[config.mk]
export PLATFORM = sky130hd
export DESIGN_NAME = rtt_estimator_rto
export DESIGN_NICKNAME = d
export VERILOG_FILES = /design/src/rtl/rtt_est_pkg.sv /design/src/rtl/rtt_estimator_rto.sv /design/src/rtl/rtt_est_cfg.sv /design/src/rtl/rtt_est_update.sv
export SDC_FILE = /design/constraint.sdc
export NUM_CORES = 1
export LEC_CHECK = 0
export BUFFER_PORTS_ARGS = -buffer_cell sky130_fd_sc_hd__buf_2
export CORE_ASPECT_RATIO = 2
export CORE_MARGIN = 3
export CORE_UTILIZATION = 65
export DETAILED_ROUTE_END_ITERATION = 6
export PLACE_DENSITY = 0.86
export SLEW_MARGIN = 5
export SYNTH_ARGS = -nofsm -noshare
export SYNTH_HDL_FRONTEND = slang
export SYNTH_HIERARCHICAL = 1
export SYNTH_SLANG_ARGS = --single-unit
export TNS_END_PERCENT = 30
[constraint.sdc]
create_clock -name clk_i -period 18 [get_ports clk_i]
set_clock_uncertainty 0.2 [all_clocks]
set_input_delay 3.6 -clock clk_i [delete_from_list [all_inputs] [get_ports clk_i]]
set_output_delay 3.6 -clock clk_i [all_outputs]
set_load 0.05 [all_outputs]
[src/rtl/rtt_est_pkg.sv]
package rtt_est_pkg;

  typedef enum logic [1:0] {
    KIND_NEW_PACKET = 2'd0,
    KIND_MEASURE    = 2'd1,
    KIND_TIMEOUT    = 2'd2,
    KIND_QUERY      = 2'd3
  } kind_e;

  typedef enum logic [1:0] {
    REG_MIN_RTO     = 2'd0,
    REG_MAX_RTO     = 2'd1,
    REG_MAX_RETX    = 2'd2,
    REG_UNUSED      = 2'd3
  } reg_idx_e;

  localparam logic [15:0] RESET_MIN_RTO  = 16'd2000;
  localparam logic [15:0] RESET_MAX_RTO  = 16'd60000;
  localparam logic [7:0]  RESET_MAX_RETX = 8'd3;
  localparam logic [15:0] RESET_SRTT     = 16'd0;
  localparam logic [15:0] RESET_DEV      = 16'd750;
  // srtt + 4*dev at reset, already inside the reset bounds
  localparam logic [15:0] RESET_RTO      = 16'd3000;
  localparam logic [7:0]  COUNT_MAX      = 8'hFF;

  typedef struct packed {
    kind_e       kind;
    logic [15:0] measured_ms;
  } in_item_t;

  typedef struct packed {
    logic [15:0] rto_ms;
    logic        give_up;
  } out_item_t;

  typedef struct packed {
    logic [15:0] min_rto_ms;
    logic [15:0] max_rto_ms;
    logic [7:0]  max_retransmits;
  } cfg_t;

  typedef struct packed {
    logic [15:0] srtt;
    logic [15:0] dev;
    logic [15:0] rto;
    logic [7:0]  count;
  } est_state_t;

endpackage

[src/rtl/rtt_estimator_rto.sv]
// Round-trip time estimator with retransmission timeout, in milliseconds.
// Input channel (in_valid_i/in_ready_o/in_data_i) carries one event per
// transfer: new packet, RTT measurement, timeout or query. Every event gives
// exactly one result on the output channel (out_valid_o/out_ready_i/
// out_data_o): the timeout in force after the event and a give-up flag.
// An event is captured in an input register, the estimator update runs
// combinationally between that register and the result register, and the
// result is presented from the result register until it transfers. One
// event is taken per cycle while the receiver does not stall; the estimator
// state loops through that single update stage.
// When the receiver stalls, the result register holds and the input
// register fills, after which in_ready_o drops until the result is taken.
// Reset empties both registers, loads the clamp bounds 2000 and 60000 ms
// and a limit of 3 retransmits, smoothed RTT 0, deviation 750 and RTO 3000.
// Register writes (cfg_we_i, cfg_idx_i, cfg_data_i) take effect at once and
// should happen while no event is in flight; stored RTO is not re-clamped.
module rtt_estimator_rto (
  input  logic                   clk_i,
  input  logic                   rst_ni,
  input  logic                   cfg_we_i,
  input  rtt_est_pkg::reg_idx_e  cfg_idx_i,
  input  logic [15:0]            cfg_data_i,
  input  logic                   in_valid_i,
  output logic                   in_ready_o,
  input  rtt_est_pkg::in_item_t  in_data_i,
  output logic                   out_valid_o,
  input  logic                   out_ready_i,
  output rtt_est_pkg::out_item_t out_data_o
);

  rtt_est_pkg::cfg_t       cfg;
  rtt_est_pkg::est_state_t state_q, state_d;
  rtt_est_pkg::in_item_t   stg_q;
  rtt_est_pkg::out_item_t  out_q, result;
  logic                    stg_valid_q, out_valid_q;
  logic                    advance;

  rtt_est_cfg u_cfg (
    .clk_i      (clk_i),
    .rst_ni     (rst_ni),
    .cfg_we_i   (cfg_we_i),
    .cfg_idx_i  (cfg_idx_i),
    .cfg_data_i (cfg_data_i),
    .cfg_o      (cfg)
  );

  rtt_est_update u_update (
    .item_i   (stg_q),
    .state_i  (state_q),
    .cfg_i    (cfg),
    .state_o  (state_d),
    .result_o (result)
  );

  // move the staged event into the result register when that register frees
  assign advance    = stg_valid_q && (!out_valid_q || out_ready_i);
  assign in_ready_o = !stg_valid_q || advance;

  always_ff @(posedge clk_i or negedge rst_ni) begin
    if (!rst_ni) begin
      stg_valid_q <= 1'b0;
      out_valid_q <= 1'b0;
      state_q.srtt  <= rtt_est_pkg::RESET_SRTT;
      state_q.dev   <= rtt_est_pkg::RESET_DEV;
      state_q.rto   <= rtt_est_pkg::RESET_RTO;
      state_q.count <= 8'd0;
    end else begin
      if (in_ready_o) begin
        stg_valid_q <= in_valid_i;
      end
      if (advance) begin
        out_valid_q <= 1'b1;
        state_q     <= state_d;
      end else if (out_ready_i) begin
        out_valid_q <= 1'b0;
      end
    end
  end

  always_ff @(posedge clk_i) begin
    if (in_valid_i && in_ready_o) begin
      stg_q <= in_data_i;
    end
    if (advance) begin
      out_q <= result;
    end
  end

  assign out_valid_o = out_valid_q;
  assign out_data_o  = out_q;

  a_empty_stage_ready: assert property (@(posedge clk_i) disable iff (!rst_ni)
    !stg_valid_q |-> in_ready_o)
    else $error("input refused while input register empty");

  a_stage_held: assert property (@(posedge clk_i) disable iff (!rst_ni)
    stg_valid_q && !advance |=> stg_valid_q && $stable(stg_q))
    else $error("staged event dropped or altered without transfer");

  a_state_held: assert property (@(posedge clk_i) disable iff (!rst_ni)
    !advance |=> $stable(state_q))
    else $error("estimator state changed without an event");

  a_give_up_count: assert property (@(posedge clk_i) disable iff (!rst_ni)
    out_valid_q && out_q.give_up |-> state_q.count != 8'd0)
    else $error("give-up flagged with retransmit count at zero");

  a_count_saturates: assert property (@(posedge clk_i) disable iff (!rst_ni)
    advance && stg_q.kind == rtt_est_pkg::KIND_TIMEOUT &&
    state_q.count == rtt_est_pkg::COUNT_MAX |=> state_q.count == rtt_est_pkg::COUNT_MAX)
    else $error("retransmit count wrapped");

endmodule

[src/rtl/rtt_est_cfg.sv]
module rtt_est_cfg (
  input  logic                    clk_i,
  input  logic                    rst_ni,
  input  logic                    cfg_we_i,
  input  rtt_est_pkg::reg_idx_e   cfg_idx_i,
  input  logic [15:0]             cfg_data_i,
  output rtt_est_pkg::cfg_t       cfg_o
);

  rtt_est_pkg::cfg_t cfg_q, cfg_d;

  always_comb begin
    cfg_d = cfg_q;
    if (cfg_we_i) begin
      unique case (cfg_idx_i)
        rtt_est_pkg::REG_MIN_RTO:  cfg_d.min_rto_ms      = cfg_data_i;
        rtt_est_pkg::REG_MAX_RTO:  cfg_d.max_rto_ms      = cfg_data_i;
        rtt_est_pkg::REG_MAX_RETX: cfg_d.max_retransmits = cfg_data_i[7:0];
        default:                   cfg_d = cfg_q;
      endcase
    end
  end

  always_ff @(posedge clk_i or negedge rst_ni) begin
    if (!rst_ni) begin
      cfg_q.min_rto_ms      <= rtt_est_pkg::RESET_MIN_RTO;
      cfg_q.max_rto_ms      <= rtt_est_pkg::RESET_MAX_RTO;
      cfg_q.max_retransmits <= rtt_est_pkg::RESET_MAX_RETX;
    end else begin
      cfg_q <= cfg_d;
    end
  end

  assign cfg_o = cfg_q;

endmodule

[src/rtl/rtt_est_update.sv]
module rtt_est_update (
  input  rtt_est_pkg::in_item_t   item_i,
  input  rtt_est_pkg::est_state_t state_i,
  input  rtt_est_pkg::cfg_t       cfg_i,
  output rtt_est_pkg::est_state_t state_o,
  output rtt_est_pkg::out_item_t  result_o
);

  function automatic logic [15:0] clamp_rto(input logic [18:0] v,
                                            input logic [15:0] lo,
                                            input logic [15:0] hi);
    logic [15:0] r;
    if (v < {3'b000, lo}) begin
      r = lo;
    end else if (v > {3'b000, hi}) begin
      r = hi;
    end else begin
      r = v[15:0];
    end
    return r;
  endfunction

  logic        srtt_neg, dev_neg;
  logic [15:0] mag, dev_mag;
  logic [15:0] srtt_new, dev_new;
  logic [18:0] rto_sum, rto_dbl;
  logic [7:0]  count_inc;

  // magnitudes shifted before the sign is applied: truncates toward zero
  always_comb begin
    srtt_neg = item_i.measured_ms < state_i.srtt;
    mag      = srtt_neg ? (state_i.srtt - item_i.measured_ms)
                        : (item_i.measured_ms - state_i.srtt);
    srtt_new = srtt_neg ? (state_i.srtt - (mag >> 3))
                        : (state_i.srtt + (mag >> 3));
    dev_neg  = mag < state_i.dev;
    dev_mag  = dev_neg ? (state_i.dev - mag) : (mag - state_i.dev);
    dev_new  = dev_neg ? (state_i.dev - (dev_mag >> 2))
                       : (state_i.dev + (dev_mag >> 2));
    rto_sum  = {3'b000, srtt_new} + {1'b0, dev_new, 2'b00};
    rto_dbl  = {2'b00, state_i.rto, 1'b0};
    count_inc = (state_i.count != rtt_est_pkg::COUNT_MAX) ?
                (state_i.count + 8'd1) : state_i.count;
  end

  always_comb begin
    state_o          = state_i;
    result_o.give_up = 1'b0;
    unique case (item_i.kind)
      rtt_est_pkg::KIND_NEW_PACKET: begin
        state_o.count = 8'd0;
      end
      rtt_est_pkg::KIND_MEASURE: begin
        state_o.srtt = srtt_new;
        state_o.dev  = dev_new;
        state_o.rto  = clamp_rto(rto_sum, cfg_i.min_rto_ms, cfg_i.max_rto_ms);
      end
      rtt_est_pkg::KIND_TIMEOUT: begin
        state_o.rto      = clamp_rto(rto_dbl, cfg_i.min_rto_ms, cfg_i.max_rto_ms);
        state_o.count    = count_inc;
        result_o.give_up = count_inc > cfg_i.max_retransmits;
      end
      rtt_est_pkg::KIND_QUERY: begin
        state_o = state_i;
      end
      default: begin
        state_o = state_i;
      end
    endcase
    result_o.rto_ms = state_o.rto;
  end

endmodule

Word-level counts from Yosys, hierarchy flattened
Index checks and enable logic that the tools add are counted.
- register bits after elaboration: 133
- input port bits: 41
- output and inout port bits: 19
- logic and storage cells: 63
- add/sub/neg operators: 10
- magnitude comparators: 7
- equal/unequal tests: 5
- multiplexer cells: 13
- reductions and logical operators: 15
- operators by type and width (operator ; count):
    16-bit two-way mux ; 8
    16-bit subtractor ; 4
    16-bit < comparator ; 2
    16-bit one-hot mux with 2 select lines ; 1
    16-bit by 18-bit adder with 19-bit output ; 1
    19-bit by 16-bit > comparator with 1-bit output ; 1
    19-bit by 16-bit < comparator with 1-bit output ; 1
    17-bit by 16-bit > comparator with 1-bit output ; 1
    17-bit by 16-bit < comparator with 1-bit output ; 1
    16-bit by 13-bit adder with 16-bit output ; 1
    16-bit by 14-bit adder with 16-bit output ; 1
    8-bit one-hot mux with 2 select lines ; 1
    16-bit by 13-bit subtractor with 16-bit output ; 1
    16-bit by 14-bit subtractor with 16-bit output ; 1
    2-bit AND reduction ; 5
    8-bit by 1-bit adder with 8-bit output (second input constant) ; 1
    8-bit > comparator ; 1
    8-bit two-way mux ; 1
    8-bit inequality test (second input constant) ; 1
    2-bit by 1-bit equality test with 1-bit output (second input constant) ; 2
    2-bit equality test (second input constant) ; 2
    2-bit zero test ; 2
    2-bit nonzero test ; 2
    1-bit logical AND ; 2
    other kinds (3) ; 6

Logic depth before layout (Yosys ltp)
- depth after elaboration: 11
- mapped depth: 61
- gate-level depth less buffers: 55

Cells and area by module
The synthesis kept the hierarchy.
- modules (own cells, without submodules) (module ; instances ; cells an instance ; area an instance (sq um) ; sequential area each (sq um)):
    rtt_est_update ; 1 ; 1282 ; 8924.8 ; 0.0
    rtt_estimator_rto ; 1 ; 162 ; 3364.5 ; 2519.9
    rtt_est_cfg ; 1 ; 85 ; 1530.2 ; 1019.7

Worst setup path after synthesis
No wires, ideal clock.
- kind: reg-to-reg
- from: reg stg_q[0] (netlist name)
- to: reg state_q[10] (netlist name)
- setup time: 0.064 ns
- data arrival time: 10.890 ns
- required time: 17.736 ns
- slack: 6.845 ns
- cell stages (with the launch flop): 57
- path buffers: 4
- period minus slack after synthesis: 11.155 ns
- path through: edfxtp_1 > inv_1 > ha_1 > inv_1 > fa_1 > a211oi_1 > o21ai_2 > and4_1 > nor2_4 > mux2_2 > o21bai_1 > a2111oi_0 > nor2_1 > xnor2_1 > inv_1 > ha_1 > clkbuf_1 > o211ai_1 > [... 21 more ...] > and2_1 > a31o_2 > a41o_1 > o311ai_0 > nand2_1 > a21oi_1 > xnor2_1 > ha_1 > and4_1 > a211o_1 > clkbuf_1 > nand2_1 > clkbuf_1 > o22ai_1 > and3_1 > o31ai_2 > buf_4 > mux2_2
- RTL lines (what ; RTL line ; text):
    start: declaration ; rtt_estimator_rto.sv:33 ; rtt_est_pkg::in_item_t stg_q;
    start signal: assignment ; rtt_estimator_rto.sv:82 ; stg_q <= in_data_i;
    end signal: assignment ; rtt_estimator_rto.sv:73 ; state_q <= state_d;
    end: declaration ; rtt_estimator_rto.sv:32 ; rtt_est_pkg::est_state_t state_q, state_d;

==> out/qor.txt <==
TIMING
----------------------------------------------------------------------------------------------------
RSZ-0062 raised after global routing                                                              no
Number of pins with negative max-slew slack in the final report                                    0
Final Hold Vio Count                                                                               0
TNS Setup                                                                                       0 ps
Max_slew headroom                                                                              13.4%
Finish-stage setup viols                                                                           0
Final critical-path required period                                                         13590 ps
Fin crit share                                                                                 75.5%
Slew at the pin closest to its max-slew limit                                                1300 ps
Timing-limited maximum frequency                                                          0.0736 GHz

ROUTE
----------------------------------------------------------------------------------------------------
DRT antenna net count                                                                              0
DRC                                                                                                0
Final wirelength                                                                             42.0 mm
Vias per Instance                                                                               6.69
1st-iter DRT viols                                                                              1008
Mean routed wirelength per cell                                                              23.1 um
First-pass detailed-route iteration total                                                          6
Detailed-route via count                                                                       12200

CLOCKING
----------------------------------------------------------------------------------------------------
Depth of the CTS H-tree                                                                            4
CTS tree                                                                                       built
Setup Buffers After CTS                                                                            0
Worst-skew pair later-pin latency                                                             450 ps
Clk sink count                                                                                   133
Post-CTS sizing                                                                                    0
Maximum clock path buffer count                                                                    2
CTS buffer count                                                                                  17
Root buffer cell                                                                        sky130_fd_sc_hd__clkbuf_16
Hold bufs inserted after CTS                                                                       0
Clock-pin slew reported for the worst setup and hold paths after clock tree synthesis          70 ps

SYNTH
----------------------------------------------------------------------------------------------------
Number of warning messages in the yosys log                                                        6
Adder and majority gate portion of the synthesized area                                        16.8%
Post-synthesis cell count                                                                       1529
Dominant synthesized flop cell                                                          sky130_fd_sc_hd__dfrtp_1
Most area-hungry cell type in the Yosys netlist                                         sky130_fd_sc_hd__ha_1
Synth top area cells                                                                    sky130_fd_sc_hd__ha_1 (16%), sky130_fd_sc_hd__dfrtp_1 (12%), sky130_fd_sc_hd__edfxtp_1 (7.6%)
Synthesized area divided by synthesized cell count                                        9.04 sq um
Mux share of post-synthesis cell area                                                          10.5%
Simple-gate area share of the yosys netlist                                                    13.6%
Most numerous cell in the Yosys netlist                                                 sky130_fd_sc_hd__ha_1
Dominant combinational cell family by area after synthesis                              compound AO/OA/AOI/OAI gates
Sequential cell area fraction in the yosys report                                              25.6%
Top cells by count, synth                                                               sky130_fd_sc_hd__ha_1 (178), sky130_fd_sc_hd__inv_1 (124), sky130_fd_sc_hd__nand2_1 (113)
Number of enable flip-flop cells after synthesis                                                  35
Count of cell types in the netlist                                                                93
Share of the synthesized area in the top cell type                                             16.1%
Share of synthesized flip-flops with an asynchronous set or reset                              73.7%
Share of the synthesized netlist area taken by xor and xnor gates                              5.62%
Synth Register Bits                                                                              133
Share of the synthesized area in compound gates (AO/OA/AOI/OAI)                                21.2%
Synthesized cell area                                                                   0.0138 sq mm
Net Count, Synth                                                                                1753

WORST SETUP PATH
----------------------------------------------------------------------------------------------------
Endpoint of the worst-slack reg-to-reg timing path                                       state_q[17]
Critical Path AT                                                                            13780 ps
Highest net fanout along the worst path                                                           19
Crit path required time                                                                     18180 ps
Critical path's largest stage delay                                                           760 ps
Capturing element type of the critical path                                                     flop
Cell count of the worst reg-to-reg path                                                           52
Startpoint of the worst register-to-register path                                           stg_q[0]
Worst path slowest cell                                                                 sky130_fd_sc_hd__nand2_1
Register-to-Register Setup Slack                                                             4410 ps
Critical path launch point type                                                                 flop
Crit Path Class                                                                              reg2reg
Most repeated library cell on the critical path                                         sky130_fd_sc_hd__ha_1

JOB
----------------------------------------------------------------------------------------------------
Max-cap viol count                                                                                 0

DIE
----------------------------------------------------------------------------------------------------
DIE AREA                                                                                0.0232 sq mm
Top-Level Pins                                                                                    60
Number of placement rows                                                                          74
Floorplan die width                                                                           109 um
Floorplan Core Area                                                                     0.0206 sq mm
Initial Utilization                                                                            66.9%
Chip Height                                                                                   212 um

FINISH
----------------------------------------------------------------------------------------------------
Fraction of final layout cells sized beyond drive strength 1                                   17.7%
Antenna cells                                                                                      0
Net count reported at finish                                                                    1768
Synth-to-layout area growth                                                                    6.63%
Fill count                                                                                      1556

GRT
----------------------------------------------------------------------------------------------------
First-pass GRT wire length                                                                   65.6 mm
Largest net degree at the start of global routing                                                 70
Vias in the first global route                                                                 12600
Gr ovfl total                                                                                      0
Antenna violations before repair                                                                   0
Overall track demand over capacity in global routing                                           37.2%

HOLD PATH
----------------------------------------------------------------------------------------------------
Worst hold path cell count                                                                         1
Start point of the worst hold path                                                      u_cfg/cfg_o[3]
Worst min path class                                                                         reg2reg
Worst-case hold path end point                                                          u_cfg/cfg_o[3]

PLACE
----------------------------------------------------------------------------------------------------
Final weighted congestion in routability-driven placement                                       1.00
DP HPWL                                                                                      31.6 mm
Quantity of I/O buffers inserted on ports                                                         59

OUTCOME
----------------------------------------------------------------------------------------------------
Run status                                                                              complete, no violations

area by class of cell:
class                      instances  area (sq um)  share of cell area, %
multi-input combinational       1196          9390                   63.7
sequential                       133          3540                   24.0
clock buffer                      22           529                   3.59
inverter                         125           469                   3.18
timing repair buffer              71           388                   2.63
tap                              266           333                   2.26
clock inverter                    10          90.1                  0.611
cell families (layout without fill, tap and decap cells):
group                    count (synthesis)  count (layout)
AO/OA/AOI/OAI                          428             428
AND/OR/NAND/NOR                        376             376
buffers and inverters                  200             228
adder cells (fa/ha/maj)                183             183
flip-flops                             133             133
multiplexers                           122             122
XOR/XNOR                                87              87
through the flow:
step | std cells | utilization, % | setup slack, ps | hold slack, ps | instance area [sq um]
6_report | 1823 | 71.4 | 4410 | 307 | 14700
5_1_grt | 1823 | 71.4 | 3410 | 327 | 14700
4_1_cts | 1823 | 71.4 | 4710 | 309 | 14700
3_5_place_dp | 1791 | 68.4 | 4840 | 295 | 14100
3_3_place_gp | 1791 | 68.4 | 5240 | 291 | 14100
2_1_floorplan | 1529 | - | 6850 | 277 | 13800
worst max path at each step:
stage           startpoint           to  cells after the start
2_1_floorplan     stg_q[0]  state_q[10]                     56
3_3_place_gp      stg_q[0]  state_q[21]                     52
3_5_place_dp      stg_q[0]  state_q[14]                     52
4_1_cts        state_q[41]  state_q[17]                     50
5_1_grt           stg_q[0]  state_q[17]                     52
6_report          stg_q[0]  state_q[17]                     52
flip-flops by register name, indices dropped and copies added, names as in the netlist:
name / flops
state_q: 56
u_cfg/cfg_o: 40
stg_q: 18
out_data_o: 17
out_valid_o: 1
stg_valid_q: 1
cell usage in the layout, fill, tap and decap left out, types with 13 or more instances in the layout:
| master | synthesis | final |
|---|---|---|
| sky130_fd_sc_hd__and3_1 | 20 | 20 |
| sky130_fd_sc_hd__a32oi_1 | 14 | 14 |
| sky130_fd_sc_hd__mux2i_1 | 21 | 21 |
| sky130_fd_sc_hd__buf_2 | 11 | 58 |
| sky130_fd_sc_hd__nor2b_1 | 18 | 18 |
| sky130_fd_sc_hd__nand2_1 | 113 | 113 |
| sky130_fd_sc_hd__edfxtp_1 | 35 | 35 |
| sky130_fd_sc_hd__a21o_1 | 31 | 31 |
| sky130_fd_sc_hd__mux2_4 | 29 | 29 |
| sky130_fd_sc_hd__a211oi_1 | 16 | 16 |
| sky130_fd_sc_hd__nand4_1 | 16 | 16 |
| sky130_fd_sc_hd__inv_1 | 124 | 124 |
| sky130_fd_sc_hd__nand3_1 | 21 | 21 |
| sky130_fd_sc_hd__buf_4 | 18 | 13 |
| sky130_fd_sc_hd__xor2_1 | 18 | 18 |
| sky130_fd_sc_hd__ha_1 | 178 | 177 |
| sky130_fd_sc_hd__nor3_1 | 20 | 19 |
| sky130_fd_sc_hd__o21ai_0 | 86 | 85 |
| sky130_fd_sc_hd__dfrtp_1 | 69 | 69 |
| sky130_fd_sc_hd__nor2_1 | 90 | 89 |
| sky130_fd_sc_hd__o21a_1 | 25 | 25 |
| sky130_fd_sc_hd__xnor2_1 | 68 | 68 |
| sky130_fd_sc_hd__nand2b_1 | 29 | 29 |
| sky130_fd_sc_hd__clkbuf_16 | 0 | 21 |
| sky130_fd_sc_hd__o22ai_1 | 19 | 19 |
| sky130_fd_sc_hd__a21oi_1 | 91 | 91 |
| sky130_fd_sc_hd__a31oi_1 | 26 | 26 |
| sky130_fd_sc_hd__dfstp_2 | 29 | 29 |
| sky130_fd_sc_hd__mux2_2 | 72 | 72 |
worst max-delay path: cells and delay by family (launching register included):
kind | cells | cell delay, ps
AO/OA/AOI/OAI | 19 | 4800
AND/OR/NAND/NOR | 14 | 3330
adder cells (fa/ha/maj) | 7 | 2110
XOR/XNOR | 6 | 1500
multiplexers | 3 | 960
flip-flops | 1 | 380
buffers and inverters | 3 | 220
metal layers:
metal  wire length, um  GRT usage, %  vias to the layer above  part of all wire, %
met1             14000          37.1                     5757                   33
met5                 0             0                        -                    0
li1                  -             -                     5590                    -
met4              4220          32.3                        0                   10
met3              2230          5.04                      241                  5.3
met2             21600          65.8                      601                   51
Power is left out: the tool's default activity adds up to more than one toggle a clock period on the data nets, which glitch-free logic cannot reach.
